===== src/hw/rtl/szpd_pkg.sv =====
`default_nettype none
package szpd_pkg;

    // Register indexes of the configuration port
    localparam logic REG_THRESHOLD = 1'b0;
    localparam logic REG_INFLUENCE = 1'b1;

    localparam logic [7:0] THRESHOLD_RST = 8'd48;
    localparam logic [8:0] INFLUENCE_RST = 9'd128;
    localparam logic [8:0] INFLUENCE_MAX = 9'd256;

    // One strobe per datapath step, issued by the controller
    typedef struct packed {
        logic load;
        logic calc_d;
        logic calc_v;
        logic mul_lo;
        logic mul_hi;
        logic sum_rhs;
        logic decide;
        logic square;
        logic commit;
    } t_cmd;

endpackage
`default_nettype wire


===== src/hw/rtl/szpd_cfg.sv =====
`default_nettype none
module szpd_cfg
    import szpd_pkg::*;
(
    input  wire logic        i_clk,
    input  wire logic        i_rst_n,
    input  wire logic        psel,
    input  wire logic        penable,
    input  wire logic        pwrite,
    input  wire logic [2:0]  paddr,
    input  wire logic [31:0] pwdata,
    output logic      [31:0] prdata,
    output logic             pready,
    output logic      [7:0]  o_threshold,
    output logic      [8:0]  o_influence
);
    logic [7:0] r_threshold;
    logic [8:0] r_influence;
    logic       wr_en;

    assign pready      = 1'b1;
    assign wr_en       = psel & penable & pwrite;
    assign o_threshold = r_threshold;
    assign o_influence = r_influence;

    // Write registers on the access phase
    always_ff @(posedge i_clk) begin
        if (!i_rst_n) begin
            r_threshold <= THRESHOLD_RST;
            r_influence <= INFLUENCE_RST;
        end else if (wr_en) begin
            unique case (paddr[2])
                REG_THRESHOLD: r_threshold <= pwdata[7:0];
                REG_INFLUENCE: r_influence <= pwdata[8:0];
                default: ;
            endcase
        end
    end

    // Read back
    always_comb begin
        unique case (paddr[2])
            REG_THRESHOLD: prdata = {24'd0, r_threshold};
            REG_INFLUENCE: prdata = {23'd0, r_influence};
            default:       prdata = 32'd0;
        endcase
    end
endmodule
`default_nettype wire


===== config.mk =====
export PLATFORM = sky130hd
export DESIGN_NAME = szpd_cfg
export DESIGN_NICKNAME = d
export VERILOG_FILES = /design/src/hw/rtl/szpd_pkg.sv /design/src/hw/rtl/szpd_cfg.sv
export SDC_FILE = /design/constraint.sdc
export NUM_CORES = 1
export LEC_CHECK = 0
export BUFFER_PORTS_ARGS = -buffer_cell sky130_fd_sc_hd__buf_2
export CAP_MARGIN = 20
export CORE_MARGIN = 2
export CORE_UTILIZATION = 34
export DETAILED_ROUTE_END_ITERATION = 8
export GPL_ROUTABILITY_DRIVEN = 1
export GPL_TIMING_DRIVEN = 1
export PLACE_DENSITY = 0.76
export SYNTH_ARGS = -nofsm -noshare
export SYNTH_HDL_FRONTEND = slang
export SYNTH_SLANG_ARGS = --single-unit
export TNS_END_PERCENT = 20

===== constraint.sdc =====
create_clock -name i_clk -period 0.8 [get_ports i_clk]
set_input_delay 0.04 -clock i_clk [delete_from_list [all_inputs] [get_ports i_clk]]
set_output_delay 0.04 -clock i_clk [all_outputs]
set_load 0.02 [all_outputs]

==> Word-level counts from Yosys, hierarchy flattened <==
Cells that the tools add are included.
W data, S select, Z words.
{ "word_totals": {"output_inout_bits": 50, "regBits": 17} }
{ "op_classes": {"muxes": 1, "reduce_logical": 2, "bitwise_logic": 3} }
{ "ops": {"columns": ["operator", "count"], "rows": [
  ["$pmux W32 S2", 1],
  ["$reduce_and A2 Y1", 2],
  ["$and A1 B1 Y1", 2],
  ["$not A1 Y1", 1]
]} }

==> Depth between registers and ports, before layout <==
{ "logic_depth": {"depth_word": 3, "ltp_mapped": 4, "depth_no_buf": 2} }

==> Worst setup path after synthesis <==
Ideal clock, no wire load.
{ "synth_path": {"kind": "register -> output", "start": "register r_influence[7] (netlist: o_influence[7])", "end": "output port prdata[7]", "t_required_ns": 0.760, "t_arrival_ns": 0.699, "slack_ns": 0.061, "stages_incl_launch_ff": 2, "path_cell_list": "dfxtp_1 mux2_2"} }
{ "synth_via": {"elab_chain_cells": 1} }
{ "synth_lines": {"columns": ["element", "line_no", "rtl"], "rows": [
  ["from (decl)", "szpd_cfg.sv:18", "logic [8:0] r_influence;"],
  ["from (signal assigned)", "szpd_cfg.sv:34", "REG_INFLUENCE: r_influence <= pwdata[8:0];"],
  ["$pmux W32 S2", "szpd_cfg.sv:42", "unique case (paddr[2])"],
  ["to (decl)", "szpd_cfg.sv:12", "output logic [31:0] prdata,"]
]} }
No other way between the ends. The select of a mux whose other input is x is not followed.

==> Worst setup path after layout <==
{ "layout_path": {"start": "register r_threshold[0] (netlist: o_threshold[0])", "end": "output port prdata[0]"} }
{ "layout_via": {"elab_chain_cells": 1} }
{ "layout_lines": {"columns": ["element", "line_no", "rtl"], "rows": [
  ["from (decl)", "szpd_cfg.sv:17", "logic [7:0] r_threshold;"],
  ["from (signal assigned)", "szpd_cfg.sv:33", "REG_THRESHOLD: r_threshold <= pwdata[7:0];"],
  ["$pmux W32 S2", "szpd_cfg.sv:42", null]
]} }
No other way between the ends. The select of a mux whose other input is x is not followed.

==> load_flow_metrics.sql <==
INSERT INTO impl_metrics (metric_group, metric, value, unit) VALUES
('power', 'design_power_total', '0.00182', 'W'),
('setup_path', 'setup.worst_path.start_class', 'register', ''),
('power', 'clock_group_share_of_total_power', '0.244', ''),
('cts', 'cts_buffers', '3', ''),
('layout', 'insertedDiodeCount', '0', ''),
('power', 'seq_power_share', '0.484', ''),
('placed_design', 'io_buffers', '40', ''),
('cts', 'clkTransAtPathRegs', '100', 'ps'),
('synth', 'synth_cell_type_count', '15', ''),
('power', 'power_per_cell_area', '1120', 'mW/mm2'),
('die', 'floorplan.io_pins', '90', ''),
('layout', 'layout.core_utilization', '0.577', ''),
('placed_design', 'placedInstanceArea', '0.00122', 'mm2'),
('timing', 'grt_setup_unrepaired', 'yes', ''),
('power', 'leakagePower', '0.797', 'nW'),
('global_route', 'first_pass_grt_wire_length', '3510', 'um'),
('routing', 'antenna_left', '0', ''),
('cts', 'clock-sinks', '17', ''),
('run_status', 'outcome', 'complete, but fails checks', ''),
('cts', 'clock_tree.buffer_depth', '2', ''),
('timing', 'slew_violations', '0', ''),
('routing', 'route.detailed.wl_per_inst', '11.6', 'um'),
('cts', 'h-tree-depth', '1', ''),
('global_route', 'first_global_vias', '785', ''),
('timing', 'final-setup-viol-count', '24', ''),
('placed_design', 'numPlacedInstances', '182', ''),
('job', 'max_cap_viol_count', '0', ''),
('layout', 'synthToLayoutAreaGrowth', '58.8', '%'),
('layout', 'postLayoutCellArea', '0.00162', 'mm2'),
('hold_path', 'worst_hold_path_type', 'input pin to register', ''),
('synth', 'netlist_instances', '107', ''),
('cts', 'clkLatencyLatePin', '280', 'ps'),
('global_route', 'grt_start_max_net_pins', '30', ''),
('timing', 'setup_tns', '-3570', 'ps'),
('routing', 'routed_via_density', '4.30', ''),
('global_route', 'grt_overflow', '0', ''),
('setup_path', 'criticalPathCategory', 'register to output pin', ''),
('routing', 'drtPass1Iterations', '5', ''),
('die', 'die_area', '0.00345', 'mm2'),
('routing', 'route.detailed.drc', '6', ''),
('die', 'row_count', '19', ''),
('layout', 'stdcell_count', '202', ''),
('power', 'switching_share', '0.293', ''),
('timing', 'timing.final.crit_share', '1.33', ''),
('die', 'dieHeight', '58.8', 'um'),
('cts', 'cts_root_buffer', 'sky130_fd_sc_hd__clkbuf_4', ''),
('synth', 'synth.yosys.seq_area_share', '0.334', ''),
('layout', 'mostFrequentLayoutCells', 'sky130_fd_sc_hd__buf_6 (38), sky130_fd_sc_hd__conb_1 (24), sky130_fd_sc_hd__nand2_1 (23)', ''),
('routing', 'dr_total_vias', '868', ''),
('power', 'largest_vdd_supply_drop', '0.384', 'mV'),
('timing', 'skew_final', '0', 'ps'),
('power', 'switching_power', '0.000533', 'W'),
('layout', 'layout-drive-gt1-share', '0.544', ''),
('timing', 'finalWorstPathRequiredPeriod', '1060', 'ps'),
('routing', 'detail_route.iter0.violations', '46', ''),
('global_route', 'grtUsageTotal', '0.133', ''),
('cts', 'tritoncts_clock_tree', 'built', ''),
('global_route', 'grt_antenna_before_repair', '0', ''),
('setup_path', 'endpoint_kind', 'output pin', ''),
('die', 'core', '0.00281', 'mm2'),
('run_status', 'failed_checks', 'DRC, setup timing', ''),
('layout', 'layout.cells.most_common', 'sky130_fd_sc_hd__buf_6', ''),
('timing', 'setup_slack', '-261', 'ps'),
('synth', 'synth_seq_cells', '17', ''),
('routing', 'drt_wl_total', '2350', 'um'),
('timing', 'max_clock_freq', '0.942', 'GHz'),
('placed_design', 'place.detailed.hpwl', '1520', 'um'),
('placed_design', 'routabilityCongestion', '0.706', ''),
('power', 'power_report.internal_total', '0.00128', 'W'),
('die', 'die_width', '58.8', 'um'),
('layout', 'final_net_count', '212', ''),
('die', 'start_util', '0.364', ''),
('setup_path', 'worstPathMaxFanout', '3', ''),
('synth', 'synthesis.area_per_instance', '9.53', 'um2'),
('timing', 'finalHoldViolCount', '0', ''),
('power', 'fraction_of_power_consumed_by_combinational_cells', '0.271', ''),
('setup_path', 'worst-endpoint-arrival', '1020', 'ps'),
('synth', 'netlist_area_pre_place', '0.00102', 'mm2'),
('setup_path', 'critical_path_required', '760', 'ps'),
('synth', 'number_of_warnings_reported_in_the_yosys_synthesis_log', '0', '');
## synthesized netlist by cell type (all sizes together)
cell type / instances / area, um2
and2: 1 / 6.26
and4: 1 / 11.3
and4b: 1 / 10.0
buf: 29 / 233
clkbuf: 1 / 3.75
conb: 2 / 7.51
dfxtp: 17 / 340
mux2: 8 / 90.1
mux2i: 17 / 170
nand2: 23 / 86.3
nand4b: 1 / 23.8
nor2b: 6 / 37.5
## cell type report
class | instances | area, um2
Multi-Input combinational cell | 82 | 541
Sequential cell | 17 | 360
Timing Repair Buffer | 68 | 653
Clock buffer | 4 | 26.3
Fill cell | 239 | 1190
Tap cell | 31 | 38.8
## repair_timing
| action | 4_1_cts | 5_1_grt |
|---|---|---|
| buffers inserted | 10 | 2 |
| endpoints found under the hold margin | 4 | 0 |
| gates resized for setup | 61 | 23 |
| hold buffers | 4 | 0 |
| endpoints found under the setup margin | 26 | 26 |
## metal layers
metal  routed length [um]  GRT usage
met1                  964      0.158
met4                    0     0.0519
met2                 1170      0.233
met3                  212     0.0286
met5                    0          0
## worst paths after layout
path	from	end	slack (ps)	cells past startpoint
setup / recovery	o_threshold[0]	prdata[0]	-260	2
hold / removal	pwdata[6]	o_threshold[6]	20	3
setup reg to reg	o_threshold[3]	o_threshold[3]	20	4
hold reg to reg	o_influence[8]	o_influence[8]	480	2
## stage by stage
stage	hold WS [ps]	worst slack, ps
3_3_place_gp	294	-39.3
3_5_place_dp	297	-52.8
6_report	15.2	-261
4_1_cts	0.300	-279
5_1_grt	15.5	-302
2_1_floorplan	182	61.2
## critical path, stage by stage (launching register included)
cell and delay [ps]:
sky130_fd_sc_hd__dfxtp_2 340, sky130_fd_sc_hd__mux2_4 270, sky130_fd_sc_hd__buf_6 130
## cells by family (layout without fill, tap and decap cells)
logic type	Yosys count	in the layout	synth area share
AND/OR/NAND/NOR	33	33	0.172
buffers and inverters	30	72	0.232
multiplexers	25	25	0.255
flip-flops	17	17	0.334
other	2	24	0.00736
## power by group through the flow
stage	combinational, W	sequential, W	clock, W
floorplan	0.000327	0.000919	0
global placement	0.000385	0.000896	0
detailed placement	0.000387	0.000896	0
CTS	0.000466	0.000878	0.000478
global route	0.000524	0.000883	0.000508
finish	0.000493	0.000880	0.000444
## registers in the layout, summed over array words and instances, names as in the netlist
signal / count
o_influence: 9
o_threshold: 8
Power figures use the tool's default switching activity.
