`src/hw/rtl/szpd_pkg.sv`:
```
`default_nettype none
package szpd_pkg;

    // Register indexes of the configuration port
    localparam logic REG_THRESHOLD = 1'b0;
    localparam logic REG_INFLUENCE = 1'b1;

    localparam logic [7:0] THRESHOLD_RST = 8'd48;
    localparam logic [8:0] INFLUENCE_RST = 9'd128;
    localparam logic [8:0] INFLUENCE_MAX = 9'd256;

    // One strobe per datapath step, issued by the controller
    typedef struct packed {
        logic load;
        logic calc_d;
        logic calc_v;
        logic mul_lo;
        logic mul_hi;
        logic sum_rhs;
        logic decide;
        logic square;
        logic commit;
    } t_cmd;

endpackage
`default_nettype wire

```
`src/hw/rtl/szpd_ctrl.sv`:
```
`default_nettype none
module szpd_ctrl
    import szpd_pkg::*;
(
    input  wire logic i_clk,
    input  wire logic i_rst_n,
    input  wire logic i_valid,
    output logic      o_ready,
    output logic      o_valid,
    input  wire logic i_ready,
    output t_cmd      o_cmd
);
    typedef enum logic [3:0] {
        S_IDLE, S_CALC_D, S_CALC_V, S_MUL_LO, S_MUL_HI,
        S_SUM_RHS, S_DECIDE, S_SQUARE, S_COMMIT
    } t_state;

    t_state r_state, n_state;
    logic   r_valid, n_valid;
    logic   out_free;

    assign o_ready  = (r_state == S_IDLE);
    assign o_valid  = r_valid;
    assign out_free = !r_valid || i_ready;

    // Decode state into datapath strobes
    always_comb begin
        o_cmd         = '0;
        o_cmd.load    = (r_state == S_IDLE) && i_valid;
        o_cmd.calc_d  = (r_state == S_CALC_D);
        o_cmd.calc_v  = (r_state == S_CALC_V);
        o_cmd.mul_lo  = (r_state == S_MUL_LO);
        o_cmd.mul_hi  = (r_state == S_MUL_HI);
        o_cmd.sum_rhs = (r_state == S_SUM_RHS);
        o_cmd.decide  = (r_state == S_DECIDE);
        o_cmd.square  = (r_state == S_SQUARE);
        o_cmd.commit  = (r_state == S_COMMIT) && out_free;
    end

    // Advance through the steps; hold in commit until the output slot frees
    always_comb begin
        n_state = r_state;
        n_valid = r_valid && !i_ready;
        unique case (r_state)
            S_IDLE:    if (i_valid) n_state = S_CALC_D;
            S_CALC_D:  n_state = S_CALC_V;
            S_CALC_V:  n_state = S_MUL_LO;
            S_MUL_LO:  n_state = S_MUL_HI;
            S_MUL_HI:  n_state = S_SUM_RHS;
            S_SUM_RHS: n_state = S_DECIDE;
            S_DECIDE:  n_state = S_SQUARE;
            S_SQUARE:  n_state = S_COMMIT;
            S_COMMIT: begin
                if (out_free) begin
                    n_state = S_IDLE;
                    n_valid = 1'b1;
                end
            end
            default:   n_state = S_IDLE;
        endcase
    end

    always_ff @(posedge i_clk) begin
        if (!i_rst_n) begin
            r_state <= S_IDLE;
            r_valid <= 1'b0;
        end else begin
            r_state <= n_state;
            r_valid <= n_valid;
        end
    end
endmodule
`default_nettype wire

```
`config.mk`:
```
export PLATFORM = sky130hd
export DESIGN_NAME = szpd_ctrl
export DESIGN_NICKNAME = d
export VERILOG_FILES = /design/src/hw/rtl/szpd_pkg.sv /design/src/hw/rtl/szpd_ctrl.sv
export SDC_FILE = /design/constraint.sdc
export NUM_CORES = 1
export LEC_CHECK = 0
export ABC_CLOCK_PERIOD_IN_PS = 1200
export BUFFER_PORTS_ARGS = -buffer_cell sky130_fd_sc_hd__clkbuf_2
export CORE_AREA = 2 2 39 41
export DETAILED_ROUTE_END_ITERATION = 12
export DIE_AREA = 0 0 41 43
export PLACE_DENSITY = 0.49
export SLEW_MARGIN = 20
export SYNTH_ARGS = -nofsm -noshare
export SYNTH_HDL_FRONTEND = slang
export SYNTH_SLANG_ARGS = --single-unit
```
`constraint.sdc`:
```
create_clock -name i_clk -period 1.2 [get_ports i_clk]
set_input_delay 0.24 -clock i_clk [delete_from_list [all_inputs] [get_ports i_clk]]
set_output_delay 0.24 -clock i_clk [all_outputs]
set_load 0.03 [all_outputs]
```
-- After elaboration in Yosys (flattened, before gate mapping)
Cells that the tools add are included.
- equality and inequality tests: 10
- muxes and demuxes: 5
- reduce and logical (&&, ||, !) cells: 8
- operators with widths (kind ; count):
    $pmux W4 S9 ; 1
    $eq A4 B3 Y1 const B ; 4
    $eq A4 B2 Y1 const B ; 2
    $mux W4 ; 2
    $eq A4 B1 Y1 const B ; 1
    $eq A4 B4 Y1 const B ; 1
    $logic_not A4 Y1 ; 1
    $ne A2 B2 Y1 const B ; 2
    $logic_and A1 B1 Y1 ; 3
    $logic_not A1 Y1 ; 2
    $mux W1 ; 2
    $reduce_and A2 Y1 ; 1
    $logic_or A1 B1 Y1 ; 1
- register bits after elaboration: 5
- logic and storage cells: 25

-- Longest topological paths before layout
- depth in word-level cells: 4
- gate-level depth with buffers: 4
- mapped depth without buffers: 3

-- Least setup slack after synthesis
OpenSTA, ideal clock, no wires.
- path type: register to output
- start point: reg r_state[0]
- end point: out o_cmd[8] in the netlist's numbering
- arrival: 1.525 ns
- required time: 0.960 ns
- path slack: -0.565 ns
- cell stages (with the launch flop): 4
- path buffers: 1
- cells stage by stage: dfxtp_1 -> buf_6 -> nor4_2 -> and2_1
- RTL lines (item ; RTL line ; source):
    from (decl) ; szpd_ctrl.sv:18 ; t_state r_state, n_state;
    from (signal assigned) ; szpd_ctrl.sv:68 ; r_state <= n_state;
    to (decl) ; szpd_ctrl.sv:11 ; output t_cmd o_cmd

==> summary.md <==
| Metric | Value |
|---|---|
| Post-synthesis simple-gate area fraction | 50.2% |
| WP data arrival | 1.25 ns |
| Post-synthesis sequential area ratio | 33.2% |
| Largest family of logic cells by synthesized area | simple AND/OR/NAND/NOR gates |
| Startpoint Class | register |
| Fill count | 136 |
| TritonCTS clock tree | done |
| Yosys reg bits | 5 |
| Fin crit share | 124% |
| Comb pwr share | 48.5% |
| Row count | 14 |
| Failing checks | setup timing |
| Final #Nets | 69 |
| Final Hold Viols | 0 |
| Critical path class | register to output pin |
| Max Freq | 672 MHz |
| DRC Markers | 0 |
| Post-synthesis adder-cell area fraction | 0% |
| Worst Setup SP | r_state[2] |
| DP Wirelength | 599 µm |
| Cts-stage hold buffer count | 0 |
| Worst-Margin Slew | 0.360 ns |
| Worst IR drop on VDD | 0.495 mV |
| Crit Path Max Fanout | 5 |
| Fraction of synthesized area in multiplexers | 0% |
| Largest net degree at the start of global routing | 8 |
| Power density over the cells | 1140 nW/µm² |
| IO Count | 15 |
| Clock Skew | 0.00116 ns |
| Final setup viols | 10 |
| Pre-Repair DR Iteration Count | 1 |
| WL/cell | 10.8 µm |
| Proportion of power drawn by the clock network | 24.5% |
| CTS buffer count | 3 |
| Grt total ovfl | 0 |
| Worst min-delay path class | primary input to register |
| WL final | 866 µm |
| Post-layout minimum cycle time | 1.49 ns |
| GR Util All Layers | 12.0% |
| Status | complete, but fails checks |
| Sequential power share | 27.0% |
| Synth Area in Compound Gates | 5.39% |
| YS warnings | 0 |
| R2R depth | 4 |
| Core area | 1380 µm² |
| Clock Path Buffers | 2 |
| Max-cap violations | 0 |
| Vias in the first global route | 353 |
| CTS sink cnt | 5 |
| Cell Int Power | 520 µW |
| Synthesized area | 302 µm² |
| Layout cells sized above 1 | 82.8% |
| Multi-input gate area | 289 µm² |
| Crit path capture type | output pin |
| Total number of vias | 339 |
| Post-Synthesis Cells | 34 |
| Clk_lat worst skew | 0.24 ns |
| Unrepaired setup endpoints after global routing | yes |
| Initial core utilization | 21.8% |
| Die area | 1760 µm² |
| Final GP Congestion | 0.676 |
| Reg clk slew, reported paths | 0.05 ns |
| Routed vias/inst | 4.24 |
| Total Negative Setup Slacks | -1.77 ns |
| Final ANT Viol Nets | 0 |
| R2R Path Start | r_state[0] |
| Syn avg cell area | 8.87 µm² |
| Max-slew headroom | 76.0% |
| Die width | 41 µm |
| Mapped Nets | 38 |
| Post-route setup slack | -0.287 ns |
| Psw | 293 µW |
| CTS H-tree depth | 1 |
| Util after Layout | 51.4% |
| Sw Share | 36.1% |
| Port Buf Inserts | 14 |
| First-pass GRT wire length | 1420 µm |
| Static Leak | 0.000293 µW |
| Initial antenna violation count | 0 |
| Sequential Area | 115 µm² |
| Max-slew violation count | 0 |
| Ant diodes | 0 |
| Die height | 43 µm |
| DRT iter0 DRCs | 0 |
| Synth cell types | 17 |
| Worst Path Required | 0.96 ns |
| Worst hold stages | 2 |
| Layout area overhead | 136% |
| Hold_sp | i_rst_n |
| Post-synthesis xor/xnor area fraction | 5.81% |
| CTS root buf | clkbuf_4 |
[power groups by stage]
stage | Clock, µW | Sequential, µW | Combinational, µW
final | 200 | 219 | 394
after global routing | 220 | 221 | 417
after CTS | 210 | 216 | 329
after detailed placement | 0 | 214 | 280
after global placement | 0 | 213 | 278
after floorplan | 0 | 194 | 205
[critical path, stage by stage (launching register included)]
cell and delay [ns]:
dfxtp_4 0.37, nor4b_4 0.31, nor2b_4 0.20, buf_8 0.12
[Yosys cell counts]
cell	count	share of area, %
nand2b_1	4	8.3
nor4_2	1	4.1
dfxtp_1	5	33
and2_1	1	2.1
nor4b_4	1	7.9
o21a_1	1	2.5
nor2_1	5	6.2
xor2_1	1	2.9
buf_2	1	1.7
nor3_1	5	8.3
a2bb2oi_1	1	2.9
nor3b_2	1	4.1
nor2b_1	2	4.1
xnor2_1	1	2.9
nand2_1	2	2.5
and2b_1	1	2.5
buf_6	1	3.7
[layer usage]
| metal | global-route usage, % | routed length (µm) |
|---|---|---|
| met5 | 0 | 0 |
| met3 | 3.14 | 24 |
| met2 | 17.5 | 457 |
| met1 | 14.6 | 368 |
| met4 | 8.00 | 16 |
[sequential cells by signal (all words and copies together), names as in the netlist]
name and cells:
r_state 4, o_valid 1
[kinds of logic (layout without fill, tap and decap cells)]
kind of cell              Yosys count  after routing
AOI/OAI and AO/OA                   2              2
xor gates and xnor gates            2              2
buffers and inverters               2             32
DFF                                 5              5
and+or+nand+nor                    23             23
[cell usage in the layout, fill, tap and decap left out]
| cell type | count |
|---|---|
| buf_4 | 13 |
| buf_6 | 5 |
| clkbuf_2 | 4 |
| buf_8 | 4 |
| dfxtp_4 | 4 |
| nor3_2 | 3 |
| nand2b_4 | 3 |
| clkbuf_4 | 3 |
| nand2_1 | 2 |
| nor3_4 | 2 |
| nor2_4 | 2 |
| nor2_1 | 2 |
| clkbuf_8 | 2 |
| nor2_2 | 1 |
| nor4_4 | 1 |
| and2_4 | 1 |
| nor2b_1 | 1 |
| nor4b_4 | 1 |
| nor2b_4 | 1 |
| nand2b_1 | 1 |
| xnor2_1 | 1 |
| a2bb2oi_2 | 1 |
| and2b_2 | 1 |
| nor3b_2 | 1 |
| o21a_1 | 1 |
| xor2_1 | 1 |
| clkbuf_1 | 1 |
| dfxtp_1 | 1 |
[cell type report]
cell class | count | share of cell area [%]
repair buffers | 28 | 36.7
clock buffers | 4 | 3.69
well taps | 16 | 2.81
flip-flops and latches | 5 | 16.2
multi-input cells | 27 | 40.6
[final timing paths]
path	endpoint	slack [ns]
max	o_cmd[0]	-0.29
min	o_valid	0.23
max reg2reg	r_state[3]	0.04
min reg2reg	r_state[0]	0.64
[stage by stage]
step | cell area (µm²) | total power [µW] | hold slack (ns) | std cells | worst slack [ns]
2_1_floorplan | 357 | 399 | 0.358 | 34 | -0.278
3_3_place_gp | 522 | 491 | 0.479 | 75 | -0.0883
3_5_place_dp | 522 | 493 | 0.488 | 75 | -0.111
4_1_cts | 622 | 755 | 0.232 | 79 | -0.300
5_1_grt | 712 | 859 | 0.253 | 80 | -0.374
6_report | 712 | 813 | 0.234 | 80 | -0.287
[repair_timing]
action	in CTS	in global routing
pin swaps	2	6
buffers inserted	0	1
endpoints found under the setup margin	12	12
endpoints found under the hold margin	0	0
resized for setup	19	30
Note: power is estimated with default switching activity, not from simulation.
